$ cat src/rtl/channel_correlation_matrix_top_macros.svh
// ----------------------------------------------------------------------------
// Channel correlation matrix assertion macros
// Concurrent assertion helpers for the correlation matrix block.
// ----------------------------------------------------------------------------
`ifndef CHANNEL_CORRELATION_MATRIX_TOP_MACROS_SVH
`define CHANNEL_CORRELATION_MATRIX_TOP_MACROS_SVH

`ifndef SYNTH
`define CCM_ASSERT_SAME(label, clk, rst_n, ante, cons) \
    label: assert property (@(posedge clk) disable iff (!rst_n) (ante) |-> (cons)) \
        else $error("assertion failed");
`define CCM_ASSERT_NEXT(label, clk, rst_n, ante, cons) \
    label: assert property (@(posedge clk) disable iff (!rst_n) (ante) |=> (cons)) \
        else $error("assertion failed");
`else
`define CCM_ASSERT_SAME(label, clk, rst_n, ante, cons)
`define CCM_ASSERT_NEXT(label, clk, rst_n, ante, cons)
`endif

`endif

$ cat src/rtl/ccm_pkg.sv
// ----------------------------------------------------------------------------
// Correlation matrix package
// Shared widths, register indexes and types.
// ----------------------------------------------------------------------------
`default_nettype none
package ccm_pkg;
    localparam int SAMPLE_W      = 16;
    localparam int STORE_DEPTH   = 256;
    localparam int ADDR_W        = 8;
    localparam int MAX_CHANNELS  = 8;
    localparam int MAX_SNAPSHOTS = 32;
    localparam int CH_W          = 3;
    localparam int CC_W          = 4;
    localparam int SC_W          = 6;
    localparam int CFG_ADDR_W    = 2;
    localparam int CFG_DATA_W    = 6;
    localparam int VAR_W         = 42;
    localparam int MA_W          = 84;
    localparam int MB_W          = 42;
    localparam int MP_W          = MA_W + MB_W;

    localparam logic [CFG_ADDR_W-1:0] REG_CHANNEL_COUNT  = 2'd0;
    localparam logic [CFG_ADDR_W-1:0] REG_SNAPSHOT_COUNT = 2'd1;

    localparam logic [CC_W-1:0] CHANNEL_COUNT_RST  = 4'd6;
    localparam logic [SC_W-1:0] SNAPSHOT_COUNT_RST = 6'd5;

    typedef struct packed {
        logic            start;
        logic [MA_W-1:0] a;
        logic [MB_W-1:0] b;
    } t_mul_req;

    typedef struct packed {
        logic            done;
        logic [MP_W-1:0] p;
    } t_mul_rsp;
endpackage
`default_nettype wire

$ cat src/rtl/ccm_store.sv
// ----------------------------------------------------------------------------
// Correlation matrix sample store
// One write port, two registered read ports.
// ----------------------------------------------------------------------------
`default_nettype none
module ccm_store (
    input  wire                          i_clk,
    input  wire                          i_we,
    input  wire [ccm_pkg::ADDR_W-1:0]    i_waddr,
    input  wire [ccm_pkg::SAMPLE_W-1:0]  i_wdata,
    input  wire [ccm_pkg::ADDR_W-1:0]    i_raddr_a,
    input  wire [ccm_pkg::ADDR_W-1:0]    i_raddr_b,
    output logic [ccm_pkg::SAMPLE_W-1:0] o_rdata_a,
    output logic [ccm_pkg::SAMPLE_W-1:0] o_rdata_b
);
    import ccm_pkg::*;

    logic [SAMPLE_W-1:0] r_mem [STORE_DEPTH];

    always_ff @(posedge i_clk) begin
        if (i_we) begin
            r_mem[i_waddr] <= i_wdata;
        end
    end

    always_ff @(posedge i_clk) begin
        o_rdata_a <= r_mem[i_raddr_a];
        o_rdata_b <= r_mem[i_raddr_b];
    end
endmodule
`default_nettype wire

$ cat config.mk
export PLATFORM = sky130hd
export DESIGN_NAME = ccm_store
export DESIGN_NICKNAME = d
export VERILOG_FILES = /design/src/rtl/channel_correlation_matrix_top_macros.svh /design/src/rtl/ccm_pkg.sv /design/src/rtl/ccm_store.sv
export SDC_FILE = /design/constraint.sdc
export NUM_CORES = 2
export LEC_CHECK = 0
export BUFFER_PORTS_ARGS = -buffer_cell sky130_fd_sc_hd__buf_2
export CAP_MARGIN = 20
export CORE_AREA = 2 2 537 753
export DETAILED_ROUTE_END_ITERATION = 8
export DIE_AREA = 0 0 539 755
export GPL_ROUTABILITY_DRIVEN = 0
export SETUP_SLACK_MARGIN = 0.15
export SYNTH_ARGS = -nofsm -noshare
export SYNTH_HDL_FRONTEND = slang
export SYNTH_SLANG_ARGS = --single-unit
$ cat constraint.sdc
create_clock -name i_clk -period 4.3 [get_ports i_clk]
set_input_delay 1.075 -clock i_clk [delete_from_list [all_inputs] [get_ports i_clk]]
set_output_delay 1.075 -clock i_clk [all_outputs]
set_load 0.01 [all_outputs]
# After elaboration in Yosys (flattened, before gate mapping)
# Memory sizes are Yosys's and may differ from the RTL's. A register that Yosys moved wholly into a read port is not among the register bits.
# Index checks and enable logic that the tools add are counted.
[word_totals]
memories = 1
mem_bits_rw = 4096
inputBits = 42
output_inout_bits = 32
regBits = 0
[mem_list]
columns = ["memory", "words", "width", "rd", "rd_ports_with_merged_regs", "wr", "line", "text"]
rows = [
  ["r_mem", 256, 16, 2, 2, 1, "ccm_store.sv:18", "logic [SAMPLE_W-1:0] r_mem [STORE_DEPTH];"],
]
[classes]
mux = 2
[ops]
columns = ["operator", "n"]
rows = [
  ["$mux 1", 2],
]

# Longest topological paths before layout
[depth]
depth_word = 2
ltp_mapped = 13

# Worst setup path before layout
# Ideal clock, no wire load.
[synth_timing]
kind = "input port to flip-flop"
startpoint = "in i_raddr_b[0] in the netlist's numbering"
endpoint = "reg o_rdata_b[10] in the netlist's numbering, read port of r_mem"
setup_ps = 129
path_slack_ps = 959
arrival_ps = 3212
cell_stages = 8
n_path_buf = 2
cell_sequence = "buf_4 -> buf_1 -> mux4_2 -> mux4_2 -> a22oi_1 -> nand2_1 -> o31ai_1 -> nor3_1"
[synth_rtl]
columns = ["element", "line", "text"]
rows = [
  ["start: declaration", "ccm_store.sv:12", "input wire [ccm_pkg::ADDR_W-1:0] i_raddr_b,"],
  ["end: declaration", "ccm_store.sv:14", "output logic [ccm_pkg::SAMPLE_W-1:0] o_rdata_b"],
]

==> metrics.md <==
| Metric | Value |
|---|---|
| Run status | complete, but fails checks |
| Failing checks | slew limit |
| FF-to-FF path depth | 9 |
| CTS tree | done |
| Clock Latency Late Sink | 1.06 ns |
| Dpl hpwl | 470,600 um |
| Yosys cell types | 59 |
| Vias in the first global route | 119,300 |
| Flops & latches, synth | 4,128 |
| Worst-path clk slew | 0.06 ns |
| Chip height | 755 um |
| CP Launch Type | primary input |
| WP data required | 5.21 ns |
| Post-route minimum period | 3.983 ns |
| HP Start | i_wdata[2] |
| Final Hold Fails | 0 |
| Async set or reset register ratio after synthesis | 0% |
| First-pass GRT wire length | 958,200 um |
| Fin Setup TNS | 0 ns |
| Maximum vdd ir drop | 353.0 uV |
| Synthesized area per cell | 18.90 um^2 |
| Iteration count of the initial detailed-routing pass | 8 |
| Slowest CP cell | nor3_2 |
| Initial antenna violation count | 73 |
| Min-Delay Path Depth | 1 |
| CTS sink cnt | 4,128 |
| Total die area | 406,900 um^2 |
| Post-synthesis cell count | 10,140 |
| Final Setup Violations | 0 |
| EDFF count, synth | 4,096 |
| Wire per inst | 41.54 um |
| CP arrival | 4.89 ns |
| Max-cap viol count | 0 |
| Total track usage | 33.96% |
| Worst-path cell chain | buf_12 > buf_12 > buf_12 > buf_12 > buf_12 > mux4_2 > a22oi_1 > o211ai_1 > nor3_2 > nor2_1 > buf_4 > and3_1 |
| Largest net degree at the start of global routing | 130 |
| Most frequent cell on the critical path | buf_12 |
| Iteration-0 DRC Markers | 17,780 |
| Max-slew violations | 91 |
| Via count | 118,600 |
| P_leak | 72.70 nW |
| Resized cells post-CTS | 0 |
| Num rows | 275 |
| CP max stage delay | 0.93 ns |
| Die W | 539 um |
| # fillers | 30,550 |
| Post-CTS Hold Buffers | 0 |
| Nets@finish | 11,230 |
| GRT overflow | 0 |
| Final Cycle Share | 92.63% |
| Kind of critical path | primary input to register |
| Post-synth net total | 10,180 |
| Floorplan core area | 399,800 um^2 |
| Postcts setup bufs | 0 |
| P per Cell Area | 404.2 nW/um^2 |
| Unrepaired setup endpoints after global routing | false |
| WL final | 700,200 um |
| Num CTS Buffers | 399 |
| DRC viols | 0 |
| Post-route ant nets | 0 |
| Routed vias/inst | 7.035 |
| Reg-to-Reg Start | r_mem[187][8]$_DFFE_PP_ |
| Fmax | 251.0 MHz |
| Layout Area Growth over Synthesis | 15.75% |
| HP Class | primary input to register |
| Crit Path Max Fanout | 24 |
| Relative slew slack | -11.12% |
| Port Buffer Count | 73 |
| Initial core utilization | 47.92% |
| Worst slew pin tran | 1.667 ns |
| Largest area contributor in the netlist | edfxtp_1 |
| Reg2Reg Setup Slack | 0.80 ns |
| Register area share after synthesis | 64.53% |
| Fraction of layout cells with a size suffix above 1 | 34.94% |
| Netlist Area Pre-Place | 191,600 um^2 |
| Worst hold slack | 0.5364 ns |
| Share of the synthesized area in the top cell type | 64.20% |
| Ports | 74 |
| Root buffer cell | clkbuf_16 |
| Crit. End Element | register |
| Number of synthesis warnings | 0 |
| Crit Reg-Reg Endpoint | o_rdata_a[8]$_DFF_P_ |
| Final Skew | 0.08303 ns |
| Synth top area cells | edfxtp_1 64%, mux4_2 20%, mux2i_1 5.3% |
| Main synth FF type | edfxtp_1 |
| Hold path endpoint | r_mem[18][2]$_DFFE_PP_ |
| CTS max path bufs | 4 |
| CTS HTree Levels | 5 |
[worst max-delay path by stage]
| stage | start | to | slack [ns] | cells after the start |
|---|---|---|---|---|
| 5_1_grt | i_raddr_a[0] | o_rdata_a[8]$_DFF_P_ | 0.29 | 12 |
| 3_5_place_dp | i_raddr_a[0] | o_rdata_a[15]$_DFF_P_ | -0.66 | 12 |
| 6_report | i_raddr_a[0] | o_rdata_a[8]$_DFF_P_ | 0.32 | 12 |
| 3_3_place_gp | i_raddr_a[0] | o_rdata_a[8]$_DFF_P_ | -1.22 | 12 |
| 2_1_floorplan | i_raddr_b[0] | o_rdata_b[10]$_DFF_P_ | 0.96 | 8 |
| 4_1_cts | i_raddr_a[0] | o_rdata_a[15]$_DFF_P_ | 0.42 | 12 |
[logic make-up (layout without fill, tap and decap cells)]
logic type             count (synthesis)  count (layout)  synth area share (%)
AO/OA/AOI/OAI                       1414            1414                 5.396
buffers and inverters                856            2245                 2.466
flip-flops                          4128            4128                 64.53
multiplexers                        2709            2709                 25.18
other                                  0              68                     0
AND/OR/NAND/NOR                     1028            1028                 2.427
[metrics by stage]
step / cell area, um^2 / worst slack (ns) / std cells / power [W] / utilization (%)
finish: 221800 / 0.3167 / 16860 / 0.08963 / 55.46
global route: 221700 / 0.2912 / 16820 / 0.09147 / 55.45
CTS: 221600 / 0.4169 / 16780 / 0.08973 / 55.42
detailed placement: 208200 / -0.6648 / 16040 / 0.05369 / 52.07
global placement: 208100 / -1.218 / 16030 / 0.05358 / 52.05
floorplan: 191600 / 0.9590 / 10140 / 0.04942 / -
[layout by cell type, fill, tap and decap left out, types with 119 or more instances in the layout]
cell and n:
o22ai_1 281, o221ai_1 418, mux4_2 1688, nor2_2 179, clkbuf_16 404, nor2_1 172, buf_12 215, nor3_1 184
a21oi_1 210, mux2i_1 1021, edfxtp_1 4096, buf_4 1208, a22oi_1 119, nand2_1 254
[synthesized netlist by cell type, types with 102 or more instances]
master    count
edfxtp_1   4096
o22ai_1     281
o221ai_1    418
nor2_1      355
mux4_2     1688
buf_2       153
nand2_1     257
buf_1       102
a21oi_1     210
nor3_1      185
clkbuf_1    382
mux2i_1    1021
a22oi_1     119
[flip-flops by register name (all words and copies together) (netlist names)]
| signal | flops |
|---|---|
| o_rdata_b | 16 |
| o_rdata_a | 16 |
| r_mem | 4096 |
[final cells by class]
class                   count  area, um^2  area share (%)
flip-flops and latches   4128      123600           55.75
multi-input cells        5151       63960           28.84
repair buffers           1500       13980           6.306
clock buffers             472       10440           4.706
well taps                5263        6585           2.969
clock inverters           267        2944           1.328
diodes                     68       170.2         0.07673
inverters                   6       43.79         0.01975
[worst max-delay path, delay by kind of cell]
family,cells,cell delay (ns)
buf+inv,6,1.27
compound gates,2,0.59
mux,1,0.50
simple gates,3,1.33
[power by group]
part | internal [W] | total (W) | switching, W
clock | 0.0206 | 0.0366 | 0.0160
combinational | 0.00327 | 0.00850 | 0.00524
sequential | 0.0444 | 0.0445 | 0.000177
total | 0.0683 | 0.0896 | 0.0214
[layer usage]
layer	vias up	part of all wire [%]	GRT usage [%]
met5	-	0.026	0
met1	62810	33	39.86
met4	28	9.2	25.95
met3	1886	9.9	7.919
met2	7740	48	54.44
li1	46110	-	-
(Power assumes the default switching activity.)
