**config.mk**
```make
export PLATFORM = sky130hd
export DESIGN_NAME = ccm_mul
export DESIGN_NICKNAME = d
export VERILOG_FILES = /design/src/rtl/channel_correlation_matrix_top_macros.svh /design/src/rtl/ccm_pkg.sv /design/src/rtl/ccm_mul.sv
export SDC_FILE = /design/constraint.sdc
export NUM_CORES = 1
export LEC_CHECK = 0
export BUFFER_PORTS_ARGS = -buffer_cell sky130_fd_sc_hd__buf_2
export CORE_ASPECT_RATIO = 1.5
export CORE_MARGIN = 3
export CORE_UTILIZATION = 49
export DETAILED_ROUTE_END_ITERATION = 10
export PLACE_DENSITY = 0.67
export SYNTH_ARGS = -nofsm -noshare
export SYNTH_HDL_FRONTEND = slang
export SYNTH_SLANG_ARGS = --single-unit
export TNS_END_PERCENT = 20
```
**constraint.sdc**
```tcl
create_clock -name i_clk -period 10.6 [get_ports i_clk]
set_input_delay 0.53 -clock i_clk [delete_from_list [all_inputs] [get_ports i_clk]]
set_output_delay 0.53 -clock i_clk [all_outputs]
set_load 0.02 [all_outputs]
```
**src/rtl/channel_correlation_matrix_top_macros.svh**
```systemverilog
// ----------------------------------------------------------------------------
// Channel correlation matrix assertion macros
// Concurrent assertion helpers for the correlation matrix block.
// ----------------------------------------------------------------------------
`ifndef CHANNEL_CORRELATION_MATRIX_TOP_MACROS_SVH
`define CHANNEL_CORRELATION_MATRIX_TOP_MACROS_SVH

`ifndef SYNTH
`define CCM_ASSERT_SAME(label, clk, rst_n, ante, cons) \
    label: assert property (@(posedge clk) disable iff (!rst_n) (ante) |-> (cons)) \
        else $error("assertion failed");
`define CCM_ASSERT_NEXT(label, clk, rst_n, ante, cons) \
    label: assert property (@(posedge clk) disable iff (!rst_n) (ante) |=> (cons)) \
        else $error("assertion failed");
`else
`define CCM_ASSERT_SAME(label, clk, rst_n, ante, cons)
`define CCM_ASSERT_NEXT(label, clk, rst_n, ante, cons)
`endif

`endif

```
**src/rtl/ccm_pkg.sv**
```systemverilog
// ----------------------------------------------------------------------------
// Correlation matrix package
// Shared widths, register indexes and types.
// ----------------------------------------------------------------------------
`default_nettype none
package ccm_pkg;
    localparam int SAMPLE_W      = 16;
    localparam int STORE_DEPTH   = 256;
    localparam int ADDR_W        = 8;
    localparam int MAX_CHANNELS  = 8;
    localparam int MAX_SNAPSHOTS = 32;
    localparam int CH_W          = 3;
    localparam int CC_W          = 4;
    localparam int SC_W          = 6;
    localparam int CFG_ADDR_W    = 2;
    localparam int CFG_DATA_W    = 6;
    localparam int VAR_W         = 42;
    localparam int MA_W          = 84;
    localparam int MB_W          = 42;
    localparam int MP_W          = MA_W + MB_W;

    localparam logic [CFG_ADDR_W-1:0] REG_CHANNEL_COUNT  = 2'd0;
    localparam logic [CFG_ADDR_W-1:0] REG_SNAPSHOT_COUNT = 2'd1;

    localparam logic [CC_W-1:0] CHANNEL_COUNT_RST  = 4'd6;
    localparam logic [SC_W-1:0] SNAPSHOT_COUNT_RST = 6'd5;

    typedef struct packed {
        logic            start;
        logic [MA_W-1:0] a;
        logic [MB_W-1:0] b;
    } t_mul_req;

    typedef struct packed {
        logic            done;
        logic [MP_W-1:0] p;
    } t_mul_rsp;
endpackage
`default_nettype wire

```
**src/rtl/ccm_mul.sv**
```systemverilog
// ----------------------------------------------------------------------------
// Correlation matrix serial multiplier
// Shift-add unsigned multiplier, one multiplier bit per cycle.
// ----------------------------------------------------------------------------
`default_nettype none
module ccm_mul (
    input  wire               i_clk,
    input  wire               i_rst_n,
    input  ccm_pkg::t_mul_req i_req,
    output ccm_pkg::t_mul_rsp o_rsp
);
    import ccm_pkg::*;

    logic            r_busy;
    logic            r_done;
    logic [MP_W-1:0] r_a;
    logic [MB_W-1:0] r_b;
    logic [MP_W-1:0] r_acc;

    always_ff @(posedge i_clk) begin
        if (!i_rst_n) begin
            r_busy <= 1'b0;
            r_done <= 1'b0;
        end else begin
            r_done <= 1'b0;
            if (i_req.start) begin
                r_busy <= 1'b1;
                r_a    <= {{MB_W{1'b0}}, i_req.a};
                r_b    <= i_req.b;
                r_acc  <= '0;
            end else if (r_busy) begin
                if (r_b[0]) begin
                    r_acc <= r_acc + r_a;
                end
                r_a <= r_a << 1;
                r_b <= r_b >> 1;
                if ((r_b >> 1) == '0) begin
                    r_busy <= 1'b0;
                    r_done <= 1'b1;
                end
            end
        end
    end

    assign o_rsp.done = r_done;
    assign o_rsp.p    = r_acc;
endmodule
`default_nettype wire

```
; ---- Word level (Yosys, flattened, before mapping)
; Cells that the tools add are included.
[totals]
reg_bits = 296
inputBits = 129
out_inout_bits = 127
[classes]
n_addsub = 1
mux = 10
n_bitwise = 2
reduce_logical = 6
[ops]
columns = cell, count
row1 = 2-to-1 mux 126 bit, 3
row2 = adder 126 bit, 1
row3 = 2-to-1 mux 42 bit, 2
row4 = 2-to-1 mux 84 bit, 1
row5 = logical NOT 42 bit, 1
row6 = 2-to-1 mux 1 bit, 4
row7 = nonzero test 2 bit, 2
row8 = AND reduction 3 bit, 1
row9 = OR reduction 3 bit, 1
row10 = NOT 1 bit, 2
row11 = AND reduction 2 bit, 1

; ---- Depth between registers and ports, before layout
[logic_depth]
word_depth = 4
depth_mapped = 14
depth_no_buf = 14

; ---- Worst setup path after synthesis
; OpenSTA, ideal clock, no wires.
[synth_timing]
kind = input to register
startpoint = in i_req[126] (netlist bit)
endpoint = reg r_acc[0], enable pin
arrival_time_ps = 6943
setup_slack_ps = 3030
stages = 5
n_path_buf = 3
cell_sequence = clkbuf_1 clkbuf_1 clkbuf_1 a21oi_1 nor2b_1
[synth_via]
elab_chain_cells = 2
elab_cells_between_ends = 3
cone_classes = reduce/logical: 3
[synth_rtl]
columns = element, line_no
row1 = "start, declared", ccm_mul.sv:9  ; input ccm_pkg::t_mul_req i_req,
row2 = nonzero test 2 bit (no source line), n/a
row3 = AND reduction 3 bit (no source line) *, n/a
row4 = "end signal, assigned", ccm_mul.sv:33  ; r_acc <= r_acc + r_a;
row5 = "end, declared", ccm_mul.sv:18  ; logic [MP_W-1:0] r_acc;
; Every way passes the cells marked *; elsewhere a longest branch is shown, timed or not.
; A chain may end at the register's enable or synchronous reset.

; ---- Worst setup path after layout
[layout_timing]
startpoint = reg r_a[3]
endpoint = reg r_acc[111] (data pin)
[layout_via]
elab_chain_cells = 3
[layout_rtl]
columns = element, line_no
row1 = "start, declared", ccm_mul.sv:16  ; logic [MP_W-1:0] r_a;
row2 = "start signal, assigned", ccm_mul.sv:28  ; r_a <= {{MB_W{1'b0}}, i_req.a};
row3 = "start signal, assigned", ccm_mul.sv:35  ; r_a <= r_a << 1;
row4 = adder 126 bit, ccm_mul.sv:33
row5 = 2-to-1 mux 126 bit, ccm_mul.sv:32  ; if (r_b[0]) begin
row6 = 2-to-1 mux 126 bit, ccm_mul.sv:31  ; end else if (r_busy) begin
; No other way between the ends. The select of a mux whose other input is x is not followed.

==> results.yml <==
status:
  status: "finished, final reports clean"
clocking:
  post-cts-setup-buffers: 0
  path_clk_slew_ns: 0.07
  hold_buffers: 0
  cts_buffers: 31
  cts-resized-gates: 0
  cts.root.buffer_cell: "clkbuf_16"
  cts_max_path_buffers: 3
  htreeDepth: 1
  cts_sinks: 296
  cts_tree: "done"
  clk_latency_ns: 0.61
sta:
  setup_viol: 0
  slew_headroom_pct: 19.8
  fin_crit_sh_pct: 41.8
  final-hold-violation-count: 0
  clock_skew_ns: 0.0209
  max_clock_freq_mhz: 226
  setup_tns_ns: 0
  min_period_ns: 4.43
  tightestPinTransition_ns: 1.20
  drv_slew: 0
  holdWs_ns: 0.219
  rsz0062_at_grt: "no"
synthesis:
  ys_ff_latch: 296
  synth_edf_count: 294
  yosysWarnings: 0
  avgSynthCellArea_um2: 9.99
  syn-cell-area_um2: 19900
  synthCells: 1989
  syn_nets: 2244
  yosysUniqueCellTypes: 72
  ys.flop_type: "edfxtp_1"
  yosysMostFrequentCell: "edfxtp_1"
  synth_commonest_cells: "294 x edfxtp_1, 223 x nor2_1, 205 x a21oi_1, 144 x nand2_1, 127 x mux2_2"
  yosysTopAreaCellShare_pct: 44.4
  synth_top_area_cell: "edfxtp_1"
  ys_seq_area_share_pct: 44.6
  async_flop_share_pct: 0
  synth.area.top_cells: "edfxtp_1 44%, ha_1 7.9%, mux2_2 7.2%"
worst_setup_path:
  cp.arrival_ns: 4.73
  cp_max_fo: 5
  worst-setup-path-type: "flop to flop"
  cp-end-kind: "flop"
  start_kind: "flop"
  crit_required_ns: 10.89
grt:
  grt_pass1_wl_mm: 92.5
  grt.overflow.total: 0
  grt_pass1_vias: 16800
  grt_usage_pct: 27.4
  grt_max_degree: 99
  antenna_found_initial: 3
die:
  rows: 89
  core_area_um2: 39600
  die-area_um2: 43100
  start_util_pct: 50.1
  fp.dieH_um: 253
  ios: 256
  die-width_um: 170
routing:
  drtAntennaViolNets: 0
  viasPerCell: 6.05
  wl_mm: 61.0
  via_count: 16400
  drt-initial-drc-count: 1123
  drt_first_pass_iters: 7
  drcViolationCount: 0
  wl_per_cell_um: 22.4
place:
  hpwl_mm: 47.7
  dp.cells: 2659
  gp_congestion: 0.995
  port-buffer-count: 255
power:
  power_leakage_nw: 8.81
  power-per-cell-area_nw_per_um2: 165
  ir_drop_uv: 144
finish:
  finalNonFillerCells: 2720
  area_delta_synth_final_pct: 13.4
  drive_gt1_share_pct: 21.0
  fin_nets: 2447
flow_run:
  max-cap-violations: 0
min_path:
  hold_class: "input port to flop"
[layer usage]
layer,up-vias,track usage [%],share of wire (%)
li1,7825,-,-
met1,7893,30.1,37
met2,534,50.5,52
met3,194,3.93,4.7
met4,0,14.8,6.3
met5,-,0,0
[area by class of cell]
class,count,area (um^2)
fillers,3619,17100
inverters,53,199
multi-input cells,1546,10500
clock buffers,37,798
flip-flops and latches,296,8870
diodes,3,7.51
repair buffers,264,1350
well taps,500,626
clock inverters,21,229
[cell usage in the layout (no fill, tap or decap), types with 6 or more instances in the layout]
cell	n
and3_1	11
o21bai_1	47
a31oi_1	17
nand2_1	144
ha_1	125
nor2b_1	58
buf_2	254
a21boi_0	11
and2_1	10
o31ai_1	6
clkinv_1	6
nand2b_1	9
o21ai_0	109
a21oi_1	205
nor3_1	28
nand4_1	67
a21o_1	55
xor2_1	45
or2_2	7
o21ai_1	18
mux2_2	127
nor2_1	223
edfxtp_1	294
o21a_1	23
a211oi_1	10
buf_4	9
clkbuf_1	6
or3_1	7
inv_1	53
clkbuf_16	31
o211ai_1	10
nand3_1	18
nor4_1	17
xnor2_1	70
[sequential cells by signal (all words and copies together) (netlist names)]
name / flops
r_a: 126
r_done: 1
r_acc: 126
r_busy: 1
r_b: 42
[cells by family after synthesis]
| kind of cell | Yosys count | synth area share, % |
|---|---|---|
| adder cells (fa/ha/maj) | 126 | 7.97 |
| AO/OA/AOI/OAI | 562 | 17.6 |
| AND/OR/NAND/NOR | 616 | 14.7 |
| buffers and inverters | 147 | 2.84 |
| multiplexers | 127 | 7.20 |
| XOR/XNOR | 115 | 5.07 |
| flip-flops | 296 | 44.6 |
[where the power goes]
group | internal (mW) | leakage (nW) | switching, mW | total, mW
sequential | 1.42 | 2.85 | 0.0573 | 1.48
combinational | 0.403 | 5.46 | 0.705 | 1.11
clock | 0.638 | 0.498 | 0.490 | 1.13
[worst paths after layout]
path                                        start                  endpoint  slack (ns)  depth (start not counted)
worst min register to register  r_busy$_SDFF_PN0_         r_done$_SDFF_PP0_        0.52                          1
worst max register to register   r_a[3]$_DFFE_PP_  r_acc[111]$_SDFFCE_PP0P_        6.17                         12
worst min-delay path                    i_req[42]      r_a[0]$_SDFFCE_PN0P_        0.22                          2
worst max-delay path             r_a[3]$_DFFE_PP_  r_acc[111]$_SDFFCE_PP0P_        6.17                         12
[metrics by stage]
step	power [mW]	setup WS, ns	instance area, um^2	util, %
final	3.71	6.17	22500	56.8
after global routing	3.88	5.97	22500	56.8
after CTS	3.73	6.22	22500	56.8
after detailed placement	2.59	6.24	21500	54.2
after global placement	2.59	6.33	21500	54.2
after floorplan	2.26	3.03	19900	-
[critical path, cell delays in order (launching register included)]
cell and delay (ns):
edfxtp_1 0.42, ha_1 0.37, o211ai_1 0.12, o21ai_2 0.26, o211ai_1 0.17, a32oi_1 0.38, a21oi_1 0.23, o41ai_2 0.91
a21oi_1 0.26, o21ai_1 0.47, a31oi_1 0.26, xor2_1 0.19, nor2_1 0.09
Power figures use the tool's default switching activity.
